==> src/hdl/blr_pkg.sv <==
// shared types, constants and division helpers for the bilinear resampler
package blr_pkg;

  localparam int OUT_W       = 300;
  localparam int OUT_H       = 300;
  localparam int DIM_MAX     = 256;
  localparam int TABLE_DEPTH = 2048;
  localparam int TIDX_W      = 11;
  localparam int ROW_DEN     = 2 * OUT_H;
  localparam int COL_DEN     = 2 * OUT_W;
  localparam int DIV_SHIFT   = 30;
  localparam int EST_W       = 51;

  localparam logic [20:0] ROW_RECIP = 21'((64'd1 << DIV_SHIFT) / ROW_DEN);
  localparam logic [20:0] COL_RECIP = 21'((64'd1 << DIV_SHIFT) / COL_DEN);

  // interpolated numerator limits for saturation at the top of the table
  localparam longint SAT_LIMIT = longint'(TABLE_DEPTH) * ROW_DEN * COL_DEN;
  localparam longint SAT_VALUE = longint'(TABLE_DEPTH - 1) * ROW_DEN * COL_DEN;

  localparam int QDEPTH  = 8;
  localparam int QPTR_W  = 3;
  localparam int QCNT_W  = 4;

  localparam logic [1:0] OP_SAMPLE = 2'd0;
  localparam logic [1:0] OP_TABLE  = 2'd1;
  localparam logic [1:0] OP_RENDER = 2'd2;

  localparam logic [1:0] CMD_SAMPLE = 2'd0;
  localparam logic [1:0] CMD_TABLE  = 2'd1;
  localparam logic [1:0] CMD_RENDER = 2'd2;

  localparam logic [2:0] REG_WIDTH  = 3'd0;
  localparam logic [2:0] REG_HEIGHT = 3'd4;

  typedef struct packed {
    logic [1:0]         op;
    logic [15:0]        address;
    logic signed [15:0] data;
    logic [8:0]         out_col;
    logic [8:0]         out_row;
  } item_t;

  typedef struct packed {
    logic [7:0] pixel;
    logic [8:0] pixel_col;
    logic [8:0] pixel_row;
  } result_t;

  typedef struct packed {
    logic [1:0]  kind;
    logic [15:0] addr0;
    logic [15:0] addr1;
    logic [15:0] addr2;
    logic [15:0] addr3;
    logic [15:0] data;
    logic [9:0]  fy;
    logic [9:0]  fx;
    logic [8:0]  col;
    logic [8:0]  row;
  } cmd_t;

  typedef struct packed {
    logic valid;
    cmd_t cmd;
  } cmd_push_t;

  typedef struct packed {
    logic [20:0] q;
    logic [9:0]  r;
  } div_res_t;

  function automatic logic [8:0] clamp_dim(input logic [8:0] d);
    logic [8:0] res;
    res = d;
    if (d == 9'd0) res = 9'd1;
    else if (d > 9'(DIM_MAX)) res = 9'(DIM_MAX);
    return res;
  endfunction

  // quotient estimate from the reciprocal is exact or one short
  function automatic div_res_t div_fix(input logic [29:0] n, input logic [20:0] qe,
                                       input logic [9:0] den);
    logic [30:0] rem;
    div_res_t    res;
    rem = 31'(n) - 31'(qe) * 31'(den);
    if (rem >= 31'(den)) begin
      res.q = qe + 21'd1;
      res.r = 10'(rem - 31'(den));
    end else begin
      res.q = qe;
      res.r = 10'(rem);
    end
    return res;
  endfunction

endpackage

==> src/hdl/blr_cmd_queue.sv <==
// command queue between the front end and the back end
module blr_cmd_queue (
  input  logic               clk,
  input  logic               rst,
  input  blr_pkg::cmd_push_t push,
  input  logic               pop,
  output blr_pkg::cmd_t      head,
  output logic               head_valid,
  output logic [blr_pkg::QCNT_W-1:0] count
);
  import blr_pkg::*;

  cmd_t              slots [QDEPTH];
  logic [QPTR_W-1:0] wr_ptr, rd_ptr;

  assign head       = slots[rd_ptr];
  assign head_valid = count != '0;

  always_ff @(posedge clk) begin
    if (push.valid) slots[wr_ptr] <= push.cmd;
  end

  always_ff @(posedge clk) begin
    if (rst) begin
      wr_ptr <= '0;
      rd_ptr <= '0;
      count  <= '0;
    end else begin
      if (push.valid) wr_ptr <= wr_ptr + QPTR_W'(1);
      if (pop) rd_ptr <= rd_ptr + QPTR_W'(1);
      count <= count + QCNT_W'(push.valid) - QCNT_W'(pop);
    end
  end

endmodule

==> config.mk <==
export PLATFORM = sky130hd
export DESIGN_NAME = blr_cmd_queue
export DESIGN_NICKNAME = d
export VERILOG_FILES = /design/src/hdl/blr_pkg.sv /design/src/hdl/blr_cmd_queue.sv
export SDC_FILE = /design/constraint.sdc
export NUM_CORES = 1
export LEC_CHECK = 0
export BUFFER_PORTS_ARGS = -buffer_cell sky130_fd_sc_hd__buf_4
export CORE_UTILIZATION = 30
export DETAILED_ROUTE_END_ITERATION = 10
export GPL_TIMING_DRIVEN = 1
export MAX_ROUTING_LAYER = met4
export PLACE_DENSITY_LB_ADDON = 0.3
export REMOVE_ABC_BUFFERS = 1
export SLEW_MARGIN = 20
export SYNTH_ARGS = -nofsm -noshare
export SYNTH_HDL_FRONTEND = slang
export SYNTH_SLANG_ARGS = --single-unit
==> constraint.sdc <==
create_clock -name clk -period 22.7 [get_ports clk]
set_input_delay 1.135 -clock clk [delete_from_list [all_inputs] [get_ports clk]]
set_output_delay 1.135 -clock clk [all_outputs]
set_load 0.02 [all_outputs]
**After elaboration in Yosys (flattened, before gate mapping)**

Memories as Yosys holds them, arrays and structs flattened. A register that Yosys moved wholly into a read port is not among the register bits.
Cells that the tools add are included.

- Register bits after elaboration: 10
- Latch bits: 0
- Memory bits (writable): 960
- Memory bits (read-only): 0
- Output and inout port bits: 125
- Word-level logic and storage cells: 13
- Memories: 1

Memory list:

| memory | words | bits a word | rd ports | clocked after memory_dff | write ports | line | text |
|---|---|---|---|---|---|---|---|
| slots | 8 | 120 | 1 | 1 | 1 | blr_cmd_queue.sv:13 | `cmd_t slots [QDEPTH];` |

- Add/subtract/negate cells: 4
- Multiply operators: 0
- Div/mod/pow operators: 0
- Magnitude comparators: 0
- Equal/unequal tests: 0
- Shift operators: 0
- Multiplexer cells: 4
- Bitwise operators: 0
- Reductions and logical operators: 1

Operators with widths:

| operator | number |
|---|---|
| 3-bit by 1-bit adder with 3-bit output (second input constant) | 2 |
| 3-bit 2-to-1 mux | 2 |
| 4-bit by 1-bit adder with 4-bit output | 1 |
| 4-bit nonzero test | 1 |
| 4-bit by 1-bit subtractor with 4-bit output | 1 |
| 1-bit 2-to-1 mux | 2 |

**Depth between registers and ports, before layout**

- Word-level depth: 3
- Depth in mapped cells: 8
- Gate-level depth less buffers: 8

**Least setup slack after synthesis**

OpenSTA, ideal clock, no wires.

- Path kind: input port to flip-flop
- Start: in push[120] in the netlist's numbering
- End: mem slots[0][0] in the netlist's numbering (enable)
- Arrival time: 9.350 ns
- Data required time: 21.954 ns
- Setup slack: 12.604 ns
- Stages: 2
- Buffers on the path: 0
- Path through: nand2b_1 > nor3_1

- Longest elaborated chain between the ends: 2

RTL lines:

| element | line | text |
|---|---|---|
| from (decl) | blr_cmd_queue.sv:5 | `input blr_pkg::cmd_push_t push,` |
| 1-bit 2-to-1 mux | blr_cmd_queue.sv:20 | `if (push.valid) slots[wr_ptr] <= push.cmd;` |
| 1-bit 2-to-1 mux (not written as such) | blr_cmd_queue.sv:20 |  |
| to (decl) | blr_cmd_queue.sv:13 |  |

Every way passes these cells.

==> impl_metrics.yaml <==
run_status:
  status: "finished, final reports clean"
floorplan:
  die_w_um: 354
  placementRows: 128
  coreArea_um2: 122000
  dieArea_um2: 125000
  start_util_pct: 30.4
  die_y_um: 354
  ios: 249
worst_hold_path:
  holdCritPathClass: "reg2reg"
  whs_path_depth: 2
critical_path:
  cpMostUsedCell: "buf_4"
  cp.arrival_ns: 4.16
  r2r_cells: 4
  crit_chain: "buf_4, buf_4, mux4_1, mux2_2, buf_4"
  critPathKind: "reg2out"
  startpoint_type: "flip-flop"
  cp.required_ns: 21.57
  max_stage_delay_ns: 0.81
  slowest_stage: "buf_4"
  worstSetupEndpointType: "primary output"
  cp_max_fo: 47
route:
  dr.pass1.iters: 5
  routed_wl_um: 80700
  via_count: 16089
  wl_per_cell_um: 23.1
  route.detailed.drc: 0
  vias_per_cell: 4.61
  ant_nets: 0
  dr.first_iter.drc_count: 1185
yosys:
  synth_warnings: 0
  synth_top_cell_area_share_pct: 77.6
  syn_inst: 1455
  synth_area_um2: 37200
  ys_seq_elements: 973
  avgSynthCellArea_um2: 25.5
  synth_cell_types: 24
  yosysSeqAreaShare_pct: 78.3
  yosys-top-cells-area: "edfxtp_1 (78%), mux4_2 (8.2%), mux4_1 (7.4%)"
  synth_top_cell_by_area: "edfxtp_1"
power:
  power.switching_mw: 0.881
  comb_power_share_pct: 8.4
  pwr-share-clk_pct: 42.1
  p_leak_nw: 14.1
  powerDensity_nw_per_um2: 92.5
  peakVddDrop_mv: 0.0584
  seqPwrFrac_pct: 49.5
  p_int_mw: 3.22
  swShare_pct: 21.5
global_routing:
  grt.total_usage_pct: 13.3
  grt_pass1_wl_um: 118000
  grt_start_max_net_pins: 139
  antenna_found_initial: 7
  grt.overflow.total: 0
  grt_pass1_vias: 17707
cells_and_area:
  drive_gt1_share_pct: 37.9
  syn2layout_area_growth_pct: 19.2
  final_cell_mix: "edfxtp_1 (960), buf_4 (280), mux4_2 (136), mux2_2 (120), clkbuf_16 (106)"
  finish.utilization_pct: 36.2
  nFillCells: 11161
  layout_commonest_cell: "edfxtp_1"
  final_nets: 1905
sta:
  period_minus_slack_ns: 5.29
  skew_ns: 0.0311
  rsz0062_at_grt: "no"
  max-slew-margin-rel_pct: 25.2
  maxSlewViolCount: 0
  setup_viol: 0
  worst_slew_pin_slew_ns: 1.12
  hold_violations: 0
  min_period_over_period_pct: 23.3
  fin_setup_tns_ns: 0
  max_freq_mhz: 189
clocking:
  insertion_delay_ns: 0.67
  cts_tree: "yes"
  hold_buffers: 0
  cts-root-buf: "clkbuf_16"
  post_cts_resized: 0
  numCtsBuffers: 103
  clockBufferDepth: 3
  path_clk_slew_ns: 0.06
  post-cts-setup-buffer-count: 0
  cts_max_level: 3
  cts.sinks: 973
place:
  hpwl_um: 42700
  place_congestion: 0.682
  numPortBuffers: 248
job:
  cap_violations: 0
[through the flow]
step	cell area (um2)	setup WS [ns]	std cells	hold slack [ns]	total power, mW
2_1_floorplan	36600	11.56	1387	0.469	2.30
3_3_place_gp	40800	18.07	3293	0.485	2.41
3_5_place_dp	40800	18.02	3293	0.500	2.42
4_1_cts	44300	17.25	3482	0.511	4.16
5_1_grt	44300	17.06	3487	0.542	4.24
6_report	44300	17.41	3488	0.512	4.10
[state kept, by name, indices dropped and copies added (netlist names), named ones only]
signal / cells
wr_ptr: 3
count: 4
slots: 960
rd_ptr: 3
[final cells by class]
class	count	area, um2	share of cell area (%)
flip-flops and latches	973	29100	65.7
multi-input cells	407	7520	17.0
clock buffers	122	2710	6.12
repair buffers	281	2120	4.79
well taps	1625	2030	4.59
clock inverters	67	779	1.76
inverters	7	26.3	0.0593
diodes	6	15.0	0.0339
[layer usage]
layer / up-vias / GRT usage, % / share of wire, % / wire length [um]
met2: 384 / 21.3 / 49 / 39300
met3: 123 / 2.94 / 5.7 / 4560
met1: 8581 / 16.9 / 44 / 35100
met4: 0 / 3.97 / 2.1 / 1670
met5: - / - / 0 / 0
li1: 7001 / - / - / -
[power groups by stage]
stage | clock network [mW] | registers [mW] | logic [mW]
finish | 1.73 | 2.03 | 0.344
CTS | 1.77 | 2.03 | 0.354
global route | 1.84 | 2.03 | 0.369
floorplan | 0 | 2.09 | 0.206
global placement | 0 | 2.07 | 0.346
detailed placement | 0 | 2.07 | 0.352
[logic make-up after synthesis]
logic type | Yosys count | share of synthesized area, %
flip-flops | 973 | 78.3
multiplexers | 362 | 19.3
buffers and inverters | 75 | 1.67
AND/OR/NAND/NOR | 29 | 0.347
adder cells (fa/ha/maj) | 8 | 0.289
AO/OA/AOI/OAI | 4 | 0.0639
XOR/XNOR | 4 | 0.0943
[worst max-delay path, delay by kind of cell, from the launching register on]
kind | cells | cell delay [ns]
buffers and inverters | 3 | 1.74
DFF | 1 | 0.60
muxes | 2 | 0.95
[synthesized netlist by cell type]
cell,instances
xnor2_1,1
nor2b_1,1
mux4_2,136
mux2_2,120
nor2_1,15
nand2_1,4
mux4_1,104
clkbuf_1,28
ha_1,7
mux2i_1,2
xor2_1,3
fa_1,1
inv_1,7
dfxtp_1,13
buf_2,7
a31o_2,1
buf_6,5
nand3_1,2
edfxtp_1,960
nor3_1,2
nand2b_1,5
buf_1,10
buf_12,18
a21oi_1,3
[worst paths after layout]
kind	from	end	slack, ns
worst max-delay path	flip-flop	head[92]	17.41
worst min-delay path	wr_ptr[0]	wr_ptr[0]	0.51
worst max register to register	wr_ptr[0]	slots[0][65]	19.91
worst min register to register	wr_ptr[0]	wr_ptr[0]	0.51
(Power assumes the default switching activity.)
