### config.mk
export PLATFORM = sky130hd
export DESIGN_NAME = blr_front
export DESIGN_NICKNAME = d
export VERILOG_FILES = /design/src/hdl/blr_pkg.sv /design/src/hdl/blr_front.sv
export SDC_FILE = /design/constraint.sdc
export NUM_CORES = 2
export LEC_CHECK = 0
export BUFFER_PORTS_ARGS = -buffer_cell sky130_fd_sc_hd__buf_2
export CAP_MARGIN = 25
export CORE_MARGIN = 8
export CORE_UTILIZATION = 40
export DETAILED_ROUTE_END_ITERATION = 12
export PLACE_DENSITY = 0.56
export SETUP_SLACK_MARGIN = 0.4
export SLEW_MARGIN = 10
export SYNTH_ARGS = -nofsm -noshare
export SYNTH_HDL_FRONTEND = slang
export SYNTH_SLANG_ARGS = --single-unit
### constraint.sdc
create_clock -name clk -period 10.5 [get_ports clk]
set_input_delay 1.575 -clock clk [delete_from_list [all_inputs] [get_ports clk]]
set_output_delay 1.575 -clock clk [all_outputs]
set_load 0.01 [all_outputs]
### src/hdl/blr_pkg.sv
// shared types, constants and division helpers for the bilinear resampler
package blr_pkg;

  localparam int OUT_W       = 300;
  localparam int OUT_H       = 300;
  localparam int DIM_MAX     = 256;
  localparam int TABLE_DEPTH = 2048;
  localparam int TIDX_W      = 11;
  localparam int ROW_DEN     = 2 * OUT_H;
  localparam int COL_DEN     = 2 * OUT_W;
  localparam int DIV_SHIFT   = 30;
  localparam int EST_W       = 51;

  localparam logic [20:0] ROW_RECIP = 21'((64'd1 << DIV_SHIFT) / ROW_DEN);
  localparam logic [20:0] COL_RECIP = 21'((64'd1 << DIV_SHIFT) / COL_DEN);

  // interpolated numerator limits for saturation at the top of the table
  localparam longint SAT_LIMIT = longint'(TABLE_DEPTH) * ROW_DEN * COL_DEN;
  localparam longint SAT_VALUE = longint'(TABLE_DEPTH - 1) * ROW_DEN * COL_DEN;

  localparam int QDEPTH  = 8;
  localparam int QPTR_W  = 3;
  localparam int QCNT_W  = 4;

  localparam logic [1:0] OP_SAMPLE = 2'd0;
  localparam logic [1:0] OP_TABLE  = 2'd1;
  localparam logic [1:0] OP_RENDER = 2'd2;

  localparam logic [1:0] CMD_SAMPLE = 2'd0;
  localparam logic [1:0] CMD_TABLE  = 2'd1;
  localparam logic [1:0] CMD_RENDER = 2'd2;

  localparam logic [2:0] REG_WIDTH  = 3'd0;
  localparam logic [2:0] REG_HEIGHT = 3'd4;

  typedef struct packed {
    logic [1:0]         op;
    logic [15:0]        address;
    logic signed [15:0] data;
    logic [8:0]         out_col;
    logic [8:0]         out_row;
  } item_t;

  typedef struct packed {
    logic [7:0] pixel;
    logic [8:0] pixel_col;
    logic [8:0] pixel_row;
  } result_t;

  typedef struct packed {
    logic [1:0]  kind;
    logic [15:0] addr0;
    logic [15:0] addr1;
    logic [15:0] addr2;
    logic [15:0] addr3;
    logic [15:0] data;
    logic [9:0]  fy;
    logic [9:0]  fx;
    logic [8:0]  col;
    logic [8:0]  row;
  } cmd_t;

  typedef struct packed {
    logic valid;
    cmd_t cmd;
  } cmd_push_t;

  typedef struct packed {
    logic [20:0] q;
    logic [9:0]  r;
  } div_res_t;

  function automatic logic [8:0] clamp_dim(input logic [8:0] d);
    logic [8:0] res;
    res = d;
    if (d == 9'd0) res = 9'd1;
    else if (d > 9'(DIM_MAX)) res = 9'(DIM_MAX);
    return res;
  endfunction

  // quotient estimate from the reciprocal is exact or one short
  function automatic div_res_t div_fix(input logic [29:0] n, input logic [20:0] qe,
                                       input logic [9:0] den);
    logic [30:0] rem;
    div_res_t    res;
    rem = 31'(n) - 31'(qe) * 31'(den);
    if (rem >= 31'(den)) begin
      res.q = qe + 21'd1;
      res.r = 10'(rem - 31'(den));
    end else begin
      res.q = qe;
      res.r = 10'(rem);
    end
    return res;
  endfunction

endpackage

### src/hdl/blr_front.sv
// front end: accepts words, drops no-ops, computes source positions and addresses
module blr_front (
  input  logic             clk,
  input  logic             rst,
  input  blr_pkg::item_t   item,
  input  logic             item_valid,
  output logic             item_ready,
  input  logic [8:0]       src_width,
  input  logic [8:0]       src_height,
  input  logic [blr_pkg::QCNT_W-1:0] queue_count,
  output blr_pkg::cmd_push_t push
);
  import blr_pkg::*;

  typedef struct packed {
    logic [1:0]  kind;
    logic [15:0] address;
    logic [15:0] data;
    logic [8:0]  col;
    logic [8:0]  row;
  } tag_t;

  logic       v1, v2, v3, v4, v5;
  tag_t       tag1, tag2, tag3, tag4, tag5;
  logic       keep;
  logic [1:0] kind_in;
  logic [8:0] w_eff, h_eff;
  logic [QCNT_W-1:0] occupancy;

  logic [18:0] prod_y, prod_x;
  logic [17:0] ny2, nx2, ny3, nx3;
  logic        posy2, posx2, posy3, posx3;
  logic [EST_W-1:0] ey3, ex3;
  div_res_t    dy, dx;
  logic [8:0]  r0_n, r1_n, c0_n, c1_n;
  logic [8:0]  r0_4, r1_4, c0_4, c1_4, c0_5, c1_5;
  logic [9:0]  fy4, fx4, fy5, fx5;
  logic [15:0] base0, base1;

  assign w_eff = clamp_dim(src_width);
  assign h_eff = clamp_dim(src_height);

  // every word in flight has a queue slot reserved
  assign occupancy  = queue_count + QCNT_W'(v1) + QCNT_W'(v2) + QCNT_W'(v3)
                      + QCNT_W'(v4) + QCNT_W'(v5);
  assign item_ready = occupancy < QCNT_W'(QDEPTH);

  always_comb begin
    keep    = 1'b0;
    kind_in = CMD_SAMPLE;
    unique case (item.op)
      OP_SAMPLE: begin
        keep    = 1'b1;
        kind_in = CMD_SAMPLE;
      end
      OP_TABLE: begin
        keep    = item.address < 16'(TABLE_DEPTH);
        kind_in = CMD_TABLE;
      end
      OP_RENDER: begin
        keep    = (item.out_col < 9'(OUT_W)) && (item.out_row < 9'(OUT_H));
        kind_in = CMD_RENDER;
      end
      default: keep = 1'b0;
    endcase
  end

  always_comb begin
    prod_y = 19'({tag1.row, 1'b1}) * 19'(h_eff);
    prod_x = 19'({tag1.col, 1'b1}) * 19'(w_eff);
  end

  always_comb begin
    dy = div_fix(30'(ny3), ey3[EST_W-1:DIV_SHIFT], 10'(ROW_DEN));
    dx = div_fix(30'(nx3), ex3[EST_W-1:DIV_SHIFT], 10'(COL_DEN));
    r0_n = (9'(dy.q) > h_eff - 9'd1) ? h_eff - 9'd1 : 9'(dy.q);
    c0_n = (9'(dx.q) > w_eff - 9'd1) ? w_eff - 9'd1 : 9'(dx.q);
    if (!posy3) r1_n = 9'd0;
    else if (r0_n + 9'd1 > h_eff - 9'd1) r1_n = h_eff - 9'd1;
    else r1_n = r0_n + 9'd1;
    // right edge wraps round to the first column
    if (!posx3) c1_n = 9'd0;
    else if (c0_n + 9'd1 >= w_eff) c1_n = 9'd0;
    else c1_n = c0_n + 9'd1;
  end

  always_ff @(posedge clk) begin
    if (rst) begin
      v1 <= 1'b0;
      v2 <= 1'b0;
      v3 <= 1'b0;
      v4 <= 1'b0;
      v5 <= 1'b0;
    end else begin
      v1 <= item_valid && item_ready && keep;
      v2 <= v1;
      v3 <= v2;
      v4 <= v3;
      v5 <= v4;
    end
  end

  always_ff @(posedge clk) begin
    tag1.kind    <= kind_in;
    tag1.address <= item.address;
    tag1.data    <= item.data;
    tag1.col     <= item.out_col;
    tag1.row     <= item.out_row;
    tag2 <= tag1;
    tag3 <= tag2;
    tag4 <= tag3;
    tag5 <= tag4;

    posy2 <= prod_y > 19'(OUT_H);
    posx2 <= prod_x > 19'(OUT_W);
    ny2   <= (prod_y > 19'(OUT_H)) ? 18'(prod_y - 19'(OUT_H)) : 18'd0;
    nx2   <= (prod_x > 19'(OUT_W)) ? 18'(prod_x - 19'(OUT_W)) : 18'd0;

    posy3 <= posy2;
    posx3 <= posx2;
    ny3   <= ny2;
    nx3   <= nx2;
    ey3   <= EST_W'(ny2) * EST_W'(ROW_RECIP);
    ex3   <= EST_W'(nx2) * EST_W'(COL_RECIP);

    r0_4 <= r0_n;
    r1_4 <= r1_n;
    c0_4 <= c0_n;
    c1_4 <= c1_n;
    fy4  <= dy.r;
    fx4  <= dx.r;

    base0 <= 16'(18'(r0_4) * 18'(w_eff));
    base1 <= 16'(18'(r1_4) * 18'(w_eff));
    c0_5  <= c0_4;
    c1_5  <= c1_4;
    fy5   <= fy4;
    fx5   <= fx4;
  end

  always_comb begin
    push.valid     = v5;
    push.cmd.kind  = tag5.kind;
    push.cmd.data  = tag5.data;
    push.cmd.col   = tag5.col;
    push.cmd.row   = tag5.row;
    push.cmd.fy    = fy5;
    push.cmd.fx    = fx5;
    push.cmd.addr1 = base0 + 16'(c1_5);
    push.cmd.addr2 = base1 + 16'(c0_5);
    push.cmd.addr3 = base1 + 16'(c1_5);
    if (tag5.kind == CMD_RENDER) push.cmd.addr0 = base0 + 16'(c0_5);
    else push.cmd.addr0 = tag5.address;
  end

endmodule

-- After elaboration in Yosys (flattened, before gate mapping)
Index checks and enable logic that the tools add are counted.
- reductions and logical operators: 7
- bitwise gates (word level): 1
- $mul: 8
- muxes and demuxes: 12
- equal/unequal tests: 3
- order comparisons: 14
- $add $sub $neg: 21
- operator list (cell ; number):
    18-bit by 21-bit multiplier with 39-bit output (second input constant) ; 2
    16-bit by 9-bit adder with 16-bit output ; 4
    9-bit two-way mux ; 7
    31-bit by 10-bit >= comparator with 1-bit output (second input constant) ; 2
    18-bit by 19-bit subtractor with 20-bit output ; 2
    19-bit by 9-bit greater-than comparator with 1-bit output (second input constant) ; 2
    10-bit by 9-bit multiplier with 19-bit output ; 2
    19-bit two-way mux ; 2
    9-bit by 1-bit adder with 9-bit output (second input constant) ; 4
    18-bit by 9-bit subtractor with 18-bit output (second input constant) ; 2
    9-bit by 7-bit multiplier with 16-bit output (second input constant) ; 2
    9-bit by 9-bit multiplier with 16-bit output ; 2
    9-bit greater-than comparator ; 3
    4-bit by 1-bit adder with 4-bit output ; 5
    10-bit subtractor (second input constant) ; 2
    9-bit greater-than comparator (second input constant) ; 2
    9-bit zero test ; 2
    9-bit < comparator (second input constant) ; 2
    9-bit by 1-bit subtractor with 9-bit output (second input constant) ; 2
    16-bit by 12-bit < comparator with 1-bit output (second input constant) ; 1
    16-bit two-way mux ; 1
    9-bit >= comparator ; 1
    2-bit == test (second input constant) ; 2
    4-bit < comparator (second input constant) ; 1
    7 further kinds ; 9
- output and inout bits: 122
- word-level logic and storage cells: 118
- bits of input ports: 77
- register bits after elaboration: 545

-- Logic depth before layout (Yosys ltp)
- depth after elaboration: 9
- depth in mapped cells: 52

-- Worst setup path before layout
OpenSTA, ideal clock, no wires.
- kind: reg2reg
- start point: reg ey3[35]
- end point: reg r1_4[5]
- library setup time: 0.122 ns
- path slack: 1.069 ns
- data arrival time: 9.309 ns
- clock period less this slack: 9.431 ns
- stages on the path, launching flop included: 48
- cell sequence: dfxtp_1 -> ha_1 -> ha_1 -> fa_1 -> inv_1 -> fa_1 -> inv_1 -> ha_1 -> and2_1 -> o21ai_0 -> o41ai_4 -> o21ai_0 -> nand2b_1 -> a21oi_1 -> xor2_1 -> ha_1 -> nor2b_1 -> a2111oi_2 -> [... 12 more ...] -> nand2_1 -> clkbuf_8 -> nor2_1 -> a31oi_1 -> inv_1 -> ha_1 -> ha_1 -> nor2b_1 -> o21a_1 -> o21a_1 -> o21a_1 -> o21a_1 -> o21a_1 -> o21a_1 -> o21ai_0 -> a21oi_1 -> clkbuf_8 -> o311a_1
- cells in the longest elaborated chain, start to end: 9
- RTL lines (item ; RTL line ; source):
    from (decl) ; blr_front.sv:33 ; logic [EST_W-1:0] ey3, ex3;
    from (signal assigned) ; blr_front.sv:123 ; ey3 <= EST_W'(ny2) * EST_W'(ROW_RECIP);
    9-bit by 7-bit multiplier with 16-bit output ; blr_pkg.sv:86 ; rem = 31'(n) - 31'(qe) * 31'(den);
    18-bit by 19-bit subtractor with 20-bit output ; blr_pkg.sv:86 ;
    31-bit by 10-bit >= comparator with 1-bit output ; blr_pkg.sv:87 ; if (rem >= 31'(den)) begin
    19-bit two-way mux * ; blr_pkg.sv:87 ;
    9-bit greater-than comparator ; blr_front.sv:76 ; r0_n = (9'(dy.q) > h_eff - 9'd1) ? h_eff - 9'd1 : 9'(dy.q);
    9-bit two-way mux * ; blr_front.sv:76 ;
    via r0_n[0] ; blr_front.sv:35 ; logic [8:0] r0_n, r1_n, c0_n, c1_n;
    9-bit by 1-bit adder with 9-bit output * ; blr_front.sv:79, blr_front.sv:80 ;
    9-bit greater-than comparator ; blr_front.sv:79 ; else if (r0_n + 9'd1 > h_eff - 9'd1) r1_n = h_eff - 9'd1;
    9-bit two-way mux * ; blr_front.sv:79 ;
    to (signal assigned) ; blr_front.sv:127 ; r1_4 <= r1_n;
    to (decl) ; blr_front.sv:36 ; logic [8:0] r0_4, r1_4, c0_4, c1_4, c0_5, c1_5;
The timed path passes the listed nets; every way through them passes the cells marked *.
A chain may end at the register's enable or synchronous reset.

-- Worst setup path in the final report
- start point: reg ey3[33]
- end point: reg r1_4[8]
Same word-level chain as after synthesis.

==> flow_metrics.env <==
export IMPL_status="completed"
export IMPL_synth_top_cell_area_share_pct=24.4
export IMPL_hold_viol=0
export IMPL_synthArstFlopShare_pct=0
export IMPL_seq_area_mm2=0.00972
export IMPL_drive_gt1_share_pct=10.4
export IMPL_core_area_mm2=0.0984
export IMPL_cp_start_kind="flip-flop"
export IMPL_holdCritStartpoint="posx2"
export IMPL_maxSlewHeadroom_pct=39.3
export IMPL_synth_fp_nets=5135
export IMPL_final_antenna_net_count=0
export IMPL_nFillCells=9527
export IMPL_tightestPinTransition_ns=0.908
export IMPL_dr_total_vias=26943
export IMPL_yosysWarnings=0
export IMPL_min_to="posx3"
export IMPL_finalNetCount=5310
export IMPL_min_path_type="reg -> reg"
export IMPL_grt_pass1_vias=27769
export IMPL_vias_per_cell=4.90
export IMPL_rows=115
export IMPL_cts_hold_buf=0
export IMPL_grt_pass1_wl_mm=147
export IMPL_crit_top_cell="ha_1"
export IMPL_synth_seq_area_share_pct=24.4
export IMPL_clock_skew_ns=0.0387
export IMPL_numPortBuffers=198
export IMPL_r2r_end="r1_4[8]"
export IMPL_die_area_mm2=0.110
export IMPL_setup_viol=0
export IMPL_crit_required_ns=11.00
export IMPL_wl_mm=90.3
export IMPL_h_tree_depth=2
export IMPL_r2r_start="ey3[33]"
export IMPL_ys_types=106
export IMPL_dp_final_hpwl_mm=74.5
export IMPL_cap_violations=0
export IMPL_wl_per_cell_um=16.4
export IMPL_drtPass1Iterations=5
export IMPL_cts_tree="done"
export IMPL_areaGrowthSynthToFinish_pct=10.9
export IMPL_synthCells=3992
export IMPL_ys_flop_type="dfxtp_1"
export IMPL_path_class="reg -> reg"
export IMPL_rr_worst_depth=48
export IMPL_io_pins=199
export IMPL_clk_path_buf_depth=3
export IMPL_clock_sink_count=485
export IMPL_slowest_stage="or4_4"
export IMPL_period_needed_ns=9.70
export IMPL_hold_depth=0
export IMPL_clk_latency_ns=0.64
export IMPL_post_synth_top_count_cell="inv_1"
export IMPL_grt_overflow_total=0
export IMPL_die_w_um=331
export IMPL_syn_area_per_cell_um2=9.96
export IMPL_cp_max_fo=14
export IMPL_antenna_cells=0
export IMPL_synth_cell_area_mm2=0.0398
export IMPL_fin_crit_sh_pct=92.4
export IMPL_start_util_pct=40.4
export IMPL_drt_iter0_markers=1070
export IMPL_timing_fmax_mhz=103
export IMPL_crit_start="ey3[33]"
export IMPL_grt_max_degree=37
export IMPL_endpoint_kind="flip-flop"
export IMPL_clkTransAtPathRegs_ns=0.07
export IMPL_cp_arrival_ns=10.20
export IMPL_cts_made_buffers=52
export IMPL_fin_hold_ws_ns=0.312
export IMPL_gp_congestion=0.872
export IMPL_tns_ns=0
export IMPL_multiInputGateArea_mm2=0.0271
export IMPL_ys_ff_latch=485
export IMPL_antenna_found_initial=3
export IMPL_synth_common_cells="660 x inv_1, 612 x ha_1, 485 x dfxtp_1"
export IMPL_rsz0062_at_grt="false"
export IMPL_grt_usage_pct=16.3
export IMPL_cts_root_buf="clkbuf_16"
export IMPL_die_h_um=331
export IMPL_synth_edf_count=0
export IMPL_route_detailed_drc=0
export IMPL_ys_top_cells_by_area="dfxtp_1 24%, fa_1 23%, ha_1 19%"
export IMPL_yosysTopAreaCell="dfxtp_1"
export IMPL_drv_slew=0
export IMPL_reg2reg_setup_slack_ns=0.80
export IMPL_max_stage_delay_ns=0.53
==> worst max-delay path, delay by kind of cell, from the launching register on <==
family | cells | cell delay [ns]
AOI/OAI and AO/OA | 20 | 3.32
adders and majority gates | 9 | 2.78
and+or+nand+nor | 9 | 2.02
buffers and inverters | 8 | 0.76
xor gates and xnor gates | 2 | 0.38
DFF | 1 | 0.32
==> registers in the layout (all words and copies together), names as in the netlist, 10 cells and up <==
name	flops
tag1	52
tag2	52
tag3	52
tag4	52
push	36
nx2	18
nx3	18
ny2	18
ny3	18
base0	16
base1	16
tag5	16
fx4	10
fx5	10
fy4	10
fy5	10
==> per-stage QoR <==
stage | instance area (µm²) | setup slack (ns) | util (%) | std cells
after CTS | 43900 | 0.353 | 44.6 | 5483
final | 44100 | 0.795 | 44.8 | 5494
after global placement | 42000 | 0.481 | 42.7 | 5387
after global routing | 44100 | 0.358 | 44.8 | 5494
after detailed placement | 42000 | 0.350 | 42.7 | 5389
after floorplan | 39800 | 1.07 | - | 3992
==> layout by cell type (no fill, tap or decap), types with 36 or more instances in the layout <==
cell type | Yosys | routed
inv_1 | 660 | 660
ha_1 | 612 | 610
dfxtp_1 | 485 | 479
fa_1 | 454 | 454
nand2_1 | 307 | 306
buf_2 | 2 | 198
and2_1 | 149 | 148
xnor2_1 | 146 | 146
nor2_1 | 142 | 140
a21oi_1 | 121 | 120
o21ai_0 | 114 | 103
xor2_1 | 64 | 64
a21o_1 | 63 | 63
nor3_1 | 55 | 53
clkbuf_16 | 0 | 52
buf_4 | 37 | 46
nor2b_1 | 48 | 41
nand3_1 | 36 | 36
==> logic make-up after synthesis <==
group | Yosys count | share of synthesized area [%]
multiplexers | 16 | 0.415
AO/OA/AOI/OAI | 534 | 9.24
adder cells (fa/ha/maj) | 1066 | 42.1
buffers and inverters | 787 | 7.89
XOR/XNOR | 210 | 4.62
flip-flops | 485 | 24.4
AND/OR/NAND/NOR | 894 | 11.3
==> layer usage <==
layer  vias up  global-route usage (%)  share of wire, %
met1     13151                    20.9                45
met4         2                    3.98               2.4
met5         -                       0             0.014
li1      13321                       -                 -
met2       357                    28.8                49
met3       112                    2.25               3.2
==> final cells by class <==
class / instances / share of cell area [%]
tap: 1287 / 3.65
multi-input combinational: 2721 / 61.4
timing repair buffer: 246 / 3.10
sequential: 485 / 22.0
inverter: 661 / 5.62
clock buffer: 67 / 3.26
clock inverter: 27 / 0.933
==> what timing repair did <==
action,CTS,global route
resized for setup,3,51
endpoints found under the setup margin,5,18
gates cloned,0,1
setup buffers,0,9
pin swaps,0,17
==> worst max-delay path by stage <==
stage | end | slack [ns] | depth (start not counted)
final | r1_4[8] | 0.80 | 48
after floorplan | r1_4[5] | 1.07 | 47
after detailed placement | r1_4[8] | 0.35 | 43
after global placement | r1_4[8] | 0.48 | 43
after CTS | r1_4[8] | 0.35 | 44
after global routing | r1_4[8] | 0.36 | 43
Power is not shown: default switching activity piles up to over one toggle a cycle in this logic, so the estimate is an artifact.
